--- config.mk ---
export PLATFORM = sky130hd
export DESIGN_NAME = stereo_dynamic_range_compressor
export DESIGN_NICKNAME = d
export VERILOG_FILES = /design/src/drc_pkg.sv /design/src/drc_mul.sv /design/src/drc_div.sv /design/src/stereo_dynamic_range_compressor.sv
export SDC_FILE = /design/constraint.sdc
export NUM_CORES = 2
export LEC_CHECK = 0
export BUFFER_PORTS_ARGS = -buffer_cell sky130_fd_sc_hd__buf_4
export CORE_UTILIZATION = 55
export DETAILED_ROUTE_END_ITERATION = 10
export HOLD_SLACK_MARGIN = 0.02
export PLACE_DENSITY = 0.69
export SLEW_MARGIN = 20
export SYNTH_ARGS = -nofsm -noshare
export SYNTH_HDL_FRONTEND = slang
export SYNTH_SLANG_ARGS = --single-unit
--- constraint.sdc ---
create_clock -name clk -period 17.5 [get_ports clk]
set_clock_uncertainty 0.2 [all_clocks]
set_input_delay 0 -clock clk [delete_from_list [all_inputs] [get_ports clk]]
set_output_delay 0 -clock clk [all_outputs]
set_load 0.1 [all_outputs]
--- src/drc_pkg.sv ---
// Shared types, constants and register codes for the stereo compressor.
package drc_pkg;

  localparam int NUM_IN       = 2;
  localparam int CH_W         = 1;
  localparam int CHANNELS_DEF = 2;

  localparam int SAMPLE_W = 24;
  localparam int ENV_W    = 24;
  localparam int GAIN_W   = 16;
  localparam int TGT_W    = 17;
  localparam int COEF_W   = 16;
  localparam int THR_W    = 23;
  localparam int RATIO_W  = 5;

  localparam int IN_DATA_W  = NUM_IN * SAMPLE_W;
  localparam int OUT_DATA_W = NUM_IN * SAMPLE_W;

  localparam int CFG_ADDR_W = 3;
  localparam int CFG_DATA_W = 23;

  localparam logic [THR_W-1:0]   THRESHOLD_RST    = THR_W'(3000000);
  localparam logic [RATIO_W-1:0] RATIO_RST        = RATIO_W'(2);
  localparam logic [COEF_W-1:0]  ENV_ATTACK_RST   = COEF_W'(4096);
  localparam logic [COEF_W-1:0]  ENV_RELEASE_RST  = COEF_W'(256);
  localparam logic [COEF_W-1:0]  GAIN_ATTACK_RST  = COEF_W'(8192);
  localparam logic [COEF_W-1:0]  GAIN_RELEASE_RST = COEF_W'(512);

  localparam logic [GAIN_W-1:0]   GAIN_UNITY = GAIN_W'(32768);
  localparam logic [TGT_W-1:0]    TGT_UNITY  = TGT_W'(32768);
  localparam logic [ENV_W-1:0]    ENV_MAX    = {ENV_W{1'b1}};
  localparam logic [SAMPLE_W-1:0] S24_MAX    = {1'b0, {(SAMPLE_W-1){1'b1}}};
  localparam logic [SAMPLE_W-1:0] S24_MIN    = {1'b1, {(SAMPLE_W-1){1'b0}}};

  // Shared multiplier geometry and Q15 scaling.
  localparam int MUL_A_W = 26;
  localparam int MUL_B_W = 18;
  localparam int MUL_P_W = MUL_A_W + MUL_B_W;
  localparam int Q_SHIFT = 15;
  localparam int SH_W    = MUL_P_W - Q_SHIFT;
  localparam int SUM_W   = SH_W + 1;

  // Serial divider geometry.
  localparam int DIV_W      = 24;
  localparam int DIV_CNT_W  = 5;
  localparam logic [DIV_CNT_W-1:0] DIV1_STEPS = DIV_CNT_W'(24);
  localparam logic [DIV_CNT_W-1:0] DIV2_STEPS = DIV_CNT_W'(15);

  typedef enum logic [CFG_ADDR_W-1:0] {
    REG_THRESHOLD    = 3'd0,
    REG_RATIO        = 3'd1,
    REG_ENV_ATTACK   = 3'd2,
    REG_ENV_RELEASE  = 3'd3,
    REG_GAIN_ATTACK  = 3'd4,
    REG_GAIN_RELEASE = 3'd5
  } cfg_reg_t;

  typedef enum logic [3:0] {
    S_IDLE,
    S_CH,
    S_ENV_UPD,
    S_THR,
    S_DIV1,
    S_OENV_CHK,
    S_DIV2,
    S_GAIN_MUL,
    S_GAIN_UPD,
    S_OUT_MUL,
    S_OUT_UPD,
    S_NEXT,
    S_DONE
  } drc_state_t;

  typedef enum logic [1:0] {
    MUL_ENV,
    MUL_GAIN,
    MUL_OUT
  } mul_sel_t;

  typedef struct packed {
    logic                 start;
    logic [DIV_CNT_W-1:0] steps;
    logic [DIV_W-1:0]     rem0;
    logic [DIV_W-1:0]     num;
    logic [DIV_W-1:0]     den;
  } drc_div_req_t;

endpackage

--- src/drc_mul.sv ---
// Shared signed multiplier with a registered product.
module drc_mul (
  input  logic                                clk,
  input  logic signed [drc_pkg::MUL_A_W-1:0]  a,
  input  logic signed [drc_pkg::MUL_B_W-1:0]  b,
  output logic signed [drc_pkg::MUL_P_W-1:0]  prod
);
  import drc_pkg::*;

  logic signed [MUL_P_W-1:0] prod_r;

  always_ff @(posedge clk) begin
    prod_r <= a * b;
  end

  assign prod = prod_r;

endmodule

--- src/drc_div.sv ---
// Restoring serial divider, one quotient bit per cycle.
module drc_div (
  input  logic                       clk,
  input  logic                       rst_n,
  input  drc_pkg::drc_div_req_t      req,
  output logic                       done,
  output logic [drc_pkg::DIV_W-1:0]  quot
);
  import drc_pkg::*;

  logic                 busy_r;
  logic                 done_r;
  logic [DIV_CNT_W-1:0] cnt_r;
  logic [DIV_W-1:0]     rem_r;
  logic [DIV_W-1:0]     num_r;
  logic [DIV_W-1:0]     den_r;
  logic [DIV_W-1:0]     quot_r;

  logic [DIV_W:0] trial;
  logic [DIV_W:0] trial_sub;
  logic           fits;

  assign trial     = {rem_r, num_r[DIV_W-1]};
  assign trial_sub = trial - {1'b0, den_r};
  assign fits      = (trial >= {1'b0, den_r});

  always_ff @(posedge clk) begin
    if (!rst_n) begin
      busy_r <= 1'b0;
      done_r <= 1'b0;
      cnt_r  <= '0;
    end else begin
      done_r <= 1'b0;
      if (req.start) begin
        busy_r <= 1'b1;
        cnt_r  <= req.steps;
      end else if (busy_r) begin
        cnt_r <= cnt_r - DIV_CNT_W'(1);
        if (cnt_r == DIV_CNT_W'(1)) begin
          busy_r <= 1'b0;
          done_r <= 1'b1;
        end
      end
    end
  end

  // Shift the next dividend bit in, subtract where the divisor fits.
  always_ff @(posedge clk) begin
    if (req.start) begin
      rem_r  <= req.rem0;
      num_r  <= req.num;
      den_r  <= req.den;
      quot_r <= '0;
    end else if (busy_r) begin
      rem_r  <= fits ? trial_sub[DIV_W-1:0] : trial[DIV_W-1:0];
      num_r  <= {num_r[DIV_W-2:0], 1'b0};
      quot_r <= {quot_r[DIV_W-2:0], fits};
    end
  end

  assign done = done_r;
  assign quot = quot_r;

endmodule

--- src/stereo_dynamic_range_compressor.sv ---
// A stereo pair is processed one channel after the other; a channel over threshold waits in
// the serial divider for the ratio division (24 steps) and, unless its output level equals
// its envelope, for the Q15 gain division (15 steps).
// A new pair is taken only after the last one is finished: in_tready is high only while idle.
// Reset (rst_n low, synchronous): registers take their reset values, envelopes go to
// zero, gains to unity, and any transaction in flight is dropped.
module stereo_dynamic_range_compressor #(
  parameter int CHANNELS = drc_pkg::CHANNELS_DEF
) (
  input  logic                               clk,
  input  logic                               rst_n,
  // Input stream; tdata: left_sample [23:0], right_sample [47:24]
  input  logic                               in_tvalid,
  output logic                               in_tready,
  input  logic [drc_pkg::IN_DATA_W-1:0]      in_tdata,
  // Result stream; tdata: left_out [23:0], right_out [47:24]
  output logic                               out_tvalid,
  input  logic                               out_tready,
  output logic [drc_pkg::OUT_DATA_W-1:0]     out_tdata,
  // Configuration write port
  input  logic                               cfg_we,
  input  logic [drc_pkg::CFG_ADDR_W-1:0]     cfg_addr,
  input  logic [drc_pkg::CFG_DATA_W-1:0]     cfg_wdata
);
  import drc_pkg::*;

  // Channels that carry envelope and gain state; the rest pass through.
  localparam int ACT   = (CHANNELS < NUM_IN) ? CHANNELS : NUM_IN;
  localparam int ACT_W = (ACT > 1) ? $clog2(ACT) : 1;

  // Configuration registers
  logic [THR_W-1:0]   thr_r;
  logic [RATIO_W-1:0] ratio_r;
  logic [COEF_W-1:0]  env_attack_r;
  logic [COEF_W-1:0]  env_release_r;
  logic [COEF_W-1:0]  gain_attack_r;
  logic [COEF_W-1:0]  gain_release_r;

  // Sequencer and channel state
  drc_state_t         state_r, state_nxt;
  logic [CH_W-1:0]    ch_r;
  logic [ENV_W-1:0]   env_r  [ACT];
  logic [GAIN_W-1:0]  gain_r [ACT];

  // Per-item payload
  logic [SAMPLE_W-1:0]   x_r [NUM_IN];
  logic [SAMPLE_W-1:0]   y_r [NUM_IN];
  logic [TGT_W-1:0]      target_r;
  logic [ENV_W-1:0]      oenv_r;
  logic                  out_tvalid_r;
  logic [OUT_DATA_W-1:0] out_tdata_r;

  // Control decoded from the state
  mul_sel_t     mul_sel;
  drc_div_req_t div_req;
  logic         out_free;

  // Shared units
  logic signed [MUL_A_W-1:0] mul_a;
  logic signed [MUL_B_W-1:0] mul_b;
  logic signed [MUL_P_W-1:0] mul_p;
  logic                      div_done;
  logic [DIV_W-1:0]          div_quot;

  // Datapath around the shared units
  logic                  ch_active;
  logic [ACT_W-1:0]      idx;
  logic [SAMPLE_W-1:0]   x_cur;
  logic [ENV_W-1:0]      env_cur;
  logic [GAIN_W-1:0]     gain_cur;
  logic [SAMPLE_W:0]     xs;
  logic [SAMPLE_W:0]     mag;
  logic [MUL_A_W-1:0]    env_diff;
  logic                  diff_pos;
  logic [TGT_W:0]        gain_diff;
  logic                  gd_neg;
  logic                  env_gt_thr;
  logic [RATIO_W-1:0]    ratio_eff;
  logic [ENV_W-1:0]      oenv_sum;
  logic [SH_W-1:0]       prod_sh;
  logic [SUM_W-1:0]      env_sum;
  logic [SUM_W-1:0]      gain_sum;
  logic [ENV_W-1:0]      env_new;
  logic [GAIN_W-1:0]     gain_new;
  logic [SAMPLE_W-1:0]   y_new;
  logic [OUT_DATA_W-1:0] y_pack;

  assign ch_active = (int'(ch_r) < ACT);
  assign idx       = ch_active ? ACT_W'(ch_r) : '0;
  assign x_cur     = x_r[ch_r];
  assign env_cur   = env_r[idx];
  assign gain_cur  = gain_r[idx];
  assign out_free  = !out_tvalid_r || out_tready;

  // Envelope step: |x| - env, attack coefficient only while the level rises.
  assign xs       = {x_cur[SAMPLE_W-1], x_cur};
  assign mag      = x_cur[SAMPLE_W-1] ? (~xs + (SAMPLE_W+1)'(1)) : xs;
  assign env_diff = {1'b0, mag} - {{(MUL_A_W-ENV_W){1'b0}}, env_cur};
  assign diff_pos = !env_diff[MUL_A_W-1] && (env_diff != '0);

  // Gain step: target - gain, attack coefficient while the gain falls.
  assign gain_diff = {1'b0, target_r} - {{(TGT_W+1-GAIN_W){1'b0}}, gain_cur};
  assign gd_neg    = gain_diff[TGT_W];

  assign env_gt_thr = (env_cur > {1'b0, thr_r});
  assign ratio_eff  = (ratio_r == '0) ? RATIO_W'(1) : ratio_r;
  assign oenv_sum   = {1'b0, thr_r} + div_quot[ENV_W-1:0];

  // Product >>> 15, then the per-step clamps.
  assign prod_sh  = mul_p[MUL_P_W-1:Q_SHIFT];
  assign env_sum  = {prod_sh[SH_W-1], prod_sh} + {{(SUM_W-ENV_W){1'b0}}, env_cur};
  assign gain_sum = {prod_sh[SH_W-1], prod_sh} + {{(SUM_W-GAIN_W){1'b0}}, gain_cur};

  always_comb begin
    if (env_sum[SUM_W-1]) begin
      env_new = '0;
    end else if (env_sum[SUM_W-2:ENV_W] != '0) begin
      env_new = ENV_MAX;
    end else begin
      env_new = env_sum[ENV_W-1:0];
    end
  end

  always_comb begin
    if (gain_sum[SUM_W-1]) begin
      gain_new = '0;
    end else if (gain_sum > {{(SUM_W-TGT_W){1'b0}}, TGT_UNITY}) begin
      gain_new = GAIN_UNITY;
    end else begin
      gain_new = gain_sum[GAIN_W-1:0];
    end
  end

  // Saturate the scaled sample to signed 24 bits.
  always_comb begin
    if ((prod_sh[SH_W-1:SAMPLE_W-1] == '0) || (prod_sh[SH_W-1:SAMPLE_W-1] == '1)) begin
      y_new = prod_sh[SAMPLE_W-1:0];
    end else if (prod_sh[SH_W-1]) begin
      y_new = S24_MIN;
    end else begin
      y_new = S24_MAX;
    end
  end

  always_comb begin
    for (int i = 0; i < NUM_IN; i++) begin
      y_pack[i*SAMPLE_W +: SAMPLE_W] = y_r[i];
    end
  end

  // Operand select for the shared multiplier.
  always_comb begin
    case (mul_sel)
      MUL_GAIN: begin
        mul_a = $signed({{(MUL_A_W-TGT_W-1){gain_diff[TGT_W]}}, gain_diff});
        mul_b = $signed({{(MUL_B_W-COEF_W){1'b0}}, gd_neg ? gain_attack_r : gain_release_r});
      end
      MUL_OUT: begin
        mul_a = $signed({{(MUL_A_W-SAMPLE_W){x_cur[SAMPLE_W-1]}}, x_cur});
        mul_b = $signed({{(MUL_B_W-GAIN_W){1'b0}}, gain_cur});
      end
      default: begin
        mul_a = $signed(env_diff);
        mul_b = $signed({{(MUL_B_W-COEF_W){1'b0}}, diff_pos ? env_attack_r : env_release_r});
      end
    endcase
  end

  drc_mul u_mul (
    .clk  (clk),
    .a    (mul_a),
    .b    (mul_b),
    .prod (mul_p)
  );

  drc_div u_div (
    .clk   (clk),
    .rst_n (rst_n),
    .req   (div_req),
    .done  (div_done),
    .quot  (div_quot)
  );

  // Next state
  always_comb begin
    state_nxt = state_r;
    case (state_r)
      S_IDLE:     if (in_tvalid) state_nxt = S_CH;
      S_CH:       state_nxt = ch_active ? S_ENV_UPD : S_NEXT;
      S_ENV_UPD:  state_nxt = S_THR;
      S_THR:      state_nxt = env_gt_thr ? S_DIV1 : S_GAIN_MUL;
      S_DIV1:     if (div_done) state_nxt = S_OENV_CHK;
      S_OENV_CHK: state_nxt = (oenv_r == env_cur) ? S_GAIN_MUL : S_DIV2;
      S_DIV2:     if (div_done) state_nxt = S_GAIN_MUL;
      S_GAIN_MUL: state_nxt = S_GAIN_UPD;
      S_GAIN_UPD: state_nxt = S_OUT_MUL;
      S_OUT_MUL:  state_nxt = S_OUT_UPD;
      S_OUT_UPD:  state_nxt = S_NEXT;
      S_NEXT:     state_nxt = (ch_r == CH_W'(NUM_IN-1)) ? S_DONE : S_CH;
      S_DONE:     if (out_free) state_nxt = S_IDLE;
      default:    state_nxt = S_IDLE;
    endcase
  end

  // Outputs of the sequencer: handshake, multiplier select, divider launch.
  always_comb begin
    in_tready     = 1'b0;
    mul_sel       = MUL_ENV;
    div_req.start = 1'b0;
    div_req.steps = DIV1_STEPS;
    div_req.rem0  = '0;
    div_req.num   = env_cur - {1'b0, thr_r};
    div_req.den   = {{(DIV_W-RATIO_W){1'b0}}, ratio_eff};
    case (state_r)
      S_IDLE:     in_tready = 1'b1;
      S_CH:       mul_sel = MUL_ENV;
      S_THR:      div_req.start = env_gt_thr;
      S_OENV_CHK: begin
        // out_env < env here, so the quotient fits 15 bits
        div_req.start = (oenv_r != env_cur);
        div_req.steps = DIV2_STEPS;
        div_req.rem0  = oenv_r;
        div_req.num   = '0;
        div_req.den   = env_cur;
      end
      S_GAIN_MUL: mul_sel = MUL_GAIN;
      S_OUT_MUL:  mul_sel = MUL_OUT;
      default:    in_tready = 1'b0;
    endcase
  end

  // Control, configuration and channel state
  always_ff @(posedge clk) begin
    if (!rst_n) begin
      state_r        <= S_IDLE;
      ch_r           <= '0;
      out_tvalid_r   <= 1'b0;
      thr_r          <= THRESHOLD_RST;
      ratio_r        <= RATIO_RST;
      env_attack_r   <= ENV_ATTACK_RST;
      env_release_r  <= ENV_RELEASE_RST;
      gain_attack_r  <= GAIN_ATTACK_RST;
      gain_release_r <= GAIN_RELEASE_RST;
      for (int i = 0; i < ACT; i++) begin
        env_r[i]  <= '0;
        gain_r[i] <= GAIN_UNITY;
      end
    end else begin
      state_r <= state_nxt;

      if (cfg_we) begin
        case (cfg_reg_t'(cfg_addr))
          REG_THRESHOLD:    thr_r          <= cfg_wdata[THR_W-1:0];
          REG_RATIO:        ratio_r        <= cfg_wdata[RATIO_W-1:0];
          REG_ENV_ATTACK:   env_attack_r   <= cfg_wdata[COEF_W-1:0];
          REG_ENV_RELEASE:  env_release_r  <= cfg_wdata[COEF_W-1:0];
          REG_GAIN_ATTACK:  gain_attack_r  <= cfg_wdata[COEF_W-1:0];
          REG_GAIN_RELEASE: gain_release_r <= cfg_wdata[COEF_W-1:0];
          default: ;
        endcase
      end

      if (state_r == S_IDLE && in_tvalid) begin
        ch_r <= '0;
      end else if (state_r == S_NEXT && ch_r != CH_W'(NUM_IN-1)) begin
        ch_r <= ch_r + CH_W'(1);
      end

      if (state_r == S_ENV_UPD) begin
        env_r[idx] <= env_new;
      end
      if (state_r == S_GAIN_UPD) begin
        gain_r[idx] <= gain_new;
      end

      // A waiting result drops once taken; a finished item refills the slot.
      if (state_r == S_DONE && out_free) begin
        out_tvalid_r <= 1'b1;
      end else if (out_tready) begin
        out_tvalid_r <= 1'b0;
      end
    end
  end

  // Payload: samples, intermediate levels, results
  always_ff @(posedge clk) begin
    if (state_r == S_IDLE && in_tvalid) begin
      for (int i = 0; i < NUM_IN; i++) begin
        x_r[i] <= in_tdata[i*SAMPLE_W +: SAMPLE_W];
      end
    end

    case (state_r)
      S_CH:       if (!ch_active) y_r[ch_r] <= x_cur;
      S_THR:      if (!env_gt_thr) target_r <= TGT_UNITY;
      S_DIV1:     if (div_done) oenv_r <= oenv_sum;
      S_OENV_CHK: if (oenv_r == env_cur) target_r <= TGT_UNITY;
      S_DIV2:     if (div_done) target_r <= {{(TGT_W-15){1'b0}}, div_quot[14:0]};
      S_OUT_UPD:  y_r[ch_r] <= y_new;
      default: ;
    endcase

    if (state_r == S_DONE && out_free) begin
      out_tdata_r <= y_pack;
    end
  end

  assign out_tvalid = out_tvalid_r;
  assign out_tdata  = out_tdata_r;

endmodule

==> results.md <==
* Pin count of the biggest net entering global routing at 84
* Slowest CP cell: dfxtp_4
* CORE AREA at 75900 sq um
* Placed wire-length estimate at 92.1 mm
* Die Area at 77800 sq um
* Post-synth EDFFs at 336
* CTS clock-pin slew for the worst setup and hold paths at 0.06 ns
* CP arrival at 14.09 ns
* Ys Warns at 0
* Post-synth cell types at 82
* Worst path depth at 41
* Buffers & Inverters on Critical Path at 7
* Gr usage total at 0.320
* Slew @ Worst Pin at 1.10 ns
* M3 GR Usage at 0.0541
* R2R Setup Slk at 3.77 ns
* Syn_nets at 5157
* Die height at 279 microns
* Grt met1 use at 0.446
* Mapped cell area at 42200 sq um
* Commonest cells post-synth: inv_1, nand2_1, nor2_1, fa_1, edfxtp_1
* Hold Crit Depth at 4
* Vias/cell at 5.76
* Area contributors post-synth: edfxtp_1, fa_1, ha_1
* RSZ-0062 raised after global routing: no
* Critical path peak fanout at 38
* Sequential fraction of the synthesis area at 0.314
* Hold WC Path Type: in2reg
* Final ANT Viol Nets at 0
* Row cnt at 101
* Most used DFF post-synth: edfxtp_1
* Max incr delay on CP at 0.83 ns
* Clk buf depth at 3
* Cells on worst reg2reg path at 41
* TNS Setup at 0 ns
* DRT Pass-1 Iters at 6
* # diodes at 0
* DRC at 0
* Most frequent cell after synthesis: inv_1
* Largest area contributor in the netlist: edfxtp_1
* Final nets at 5409
* Area grow syn2layout at 13.4%
* Startpoint Class: flop
* Max_cap viols at 0
* Worst Setup Path Type: reg2reg
* Fmax achieved at 72.8 MHz
* Number of global-route vias before repair at 32400
* Via count at 33000
* Fraction of registers with async set/reset at 0
* Cell count after synthesis at 4410
* Most common cell on crit path: fa_1
* Busiest grt layer: met2
* Slew HR at 0.246
* Crit end category: flop
* Grt total ovfl at 0
* First-pass GRT wire length at 189 mm
* Clk_lat worst skew at 0.67 ns
* Setup violations, final at 0
* Initial cell density of the core at 0.555
* Outcome: finished clean
* Drt wl/cell at 21.5 microns
* RePlAce Congestion at 0.976
* Final Hold Violating Endpoints at 0
* Antenna violations before repair at 4
* GRT met2 Usage at 0.500
* First DRT Iteration DRCs at 3303
* Die X at 279 microns
* Synth Area per Inst at 9.56 sq um
* CTS tree: built
* Share of cells above drive strength 1 at 0.0803
* Total wire length at 123 mm
* Ports at 129
* H-tree depth at 2
* Synth top area share at 0.239
* Minimum clock period after layout at 13.73 ns
* Clock tree root driver cell: clkbuf_16
* Slew Viols, Final at 0
* TritonCTS Buffers at 54
* Crit-path leading delay family: compound AO/OA/AOI/OAI gates
* Port Buffers at 128
* Crit share post-route at 0.784
* Req. time, crit path at 17.86 ns
* #FFs+latches synth at 494
* # clock sinks at 494
-- tightest hold or removal path: stages --
cell	delay (ns)
dlygate4sd3_1	0.53
buf_4	0.17
nand2_1	0.06
a21boi_0	0.06
-- sequential cells by signal, indices dropped and copies added, names as in the netlist, 28 cells and up, named ones only --
signal / count
y_r: 48
gain_r: 32
out_tdata: 48
x_r: 48
env_r: 48
u_mul.prod: 28
-- timing repair --
action	in CTS	in global routing
buffers inserted	0	0
hold buffers	180	0
resized for setup	0	0
hold endpoints to repair	230	0
-- cells in the final DEF, fill, tap and decap left out, types with 10 or more instances in the layout --
| master | count |
|---|---|
| a31oi_1 | 20 |
| fa_1 | 410 |
| edfxtp_1 | 336 |
| o21bai_1 | 19 |
| nor4_1 | 13 |
| or2_2 | 16 |
| ha_1 | 257 |
| a21boi_0 | 81 |
| a21oi_1 | 180 |
| o211ai_1 | 30 |
| o31ai_1 | 11 |
| a22oi_1 | 11 |
| mux2i_1 | 92 |
| a22o_1 | 10 |
| a211oi_1 | 17 |
| buf_4 | 185 |
| nor2_1 | 448 |
| o21a_1 | 29 |
| xor2_1 | 68 |
| o21ai_1 | 15 |
| a21o_1 | 100 |
| dlygate4sd3_1 | 180 |
| and2_1 | 43 |
| nor2b_1 | 64 |
| clkbuf_16 | 56 |
| o21ai_0 | 150 |
| nand3_1 | 58 |
| nand2b_1 | 35 |
| inv_1 | 619 |
| nand4_1 | 30 |
| nor3_1 | 48 |
| and4_1 | 14 |
| nand2_1 | 516 |
| xnor2_1 | 138 |
| and3_1 | 23 |
| dfxtp_1 | 157 |
| mux2_2 | 29 |
-- through the flow --
step	setup slack, ns	cells	hold WS, ns	cell area (sq um)	util
final	3.77	5738	0.0463	47800	0.629
after detailed placement	3.99	5455	-0.0207	44100	0.581
after global routing	2.99	5738	0.0601	47800	0.629
after CTS	3.95	5737	0.0205	47800	0.629
after floorplan	5.85	4410	-0.101	42200	-
after global placement	4.26	5454	-0.0219	44100	0.581
-- cell type report --
cell class                      count  area [sq um]
Fill cell                        6324         28100
Multi-Input combinational cell   3125         25900
Sequential cell                   494         13300
Timing Repair Buffer              366          3210
Inverter                          621          2330
Clock buffer                       67          1470
Tap cell                         1030          1290
Clock inverter                     35           374
-- metal layers --
| layer | vias up | share of wire |
|---|---|---|
| met1 | 16100 | 0.42 |
| li1 | 15100 | - |
| met2 | 1475 | 0.45 |
| met3 | 333 | 0.093 |
| met4 | 2 | 0.046 |
| met5 | - | 0.00019 |
-- worst paths after layout --
| path | startpoint | end |
|---|---|---|
| worst min-delay path | cfg_wdata[5] | env_attack_r[5] |
| worst max-delay path | flop | u_mul.prod[39] |
| worst max register to register | flop | u_mul.prod[39] |
| worst min register to register | y_r[1][9] | out_tdata[33] |
-- cells by family (layout without fill, tap and decap cells) --
group,after synthesis,in the layout,share of synthesized area
adder cells (fa/ha/maj),668,668,0.271
flip-flops,494,494,0.314
XOR/XNOR,207,207,0.0432
AO/OA/AOI/OAI,776,776,0.125
AND/OR/NAND/NOR,1352,1352,0.142
buffers and inverters,791,1089,0.0749
multiplexers,122,122,0.0298
Power is left out: the tool's default activity adds up to more than one toggle a clock period on the data nets, which glitch-free logic cannot reach.
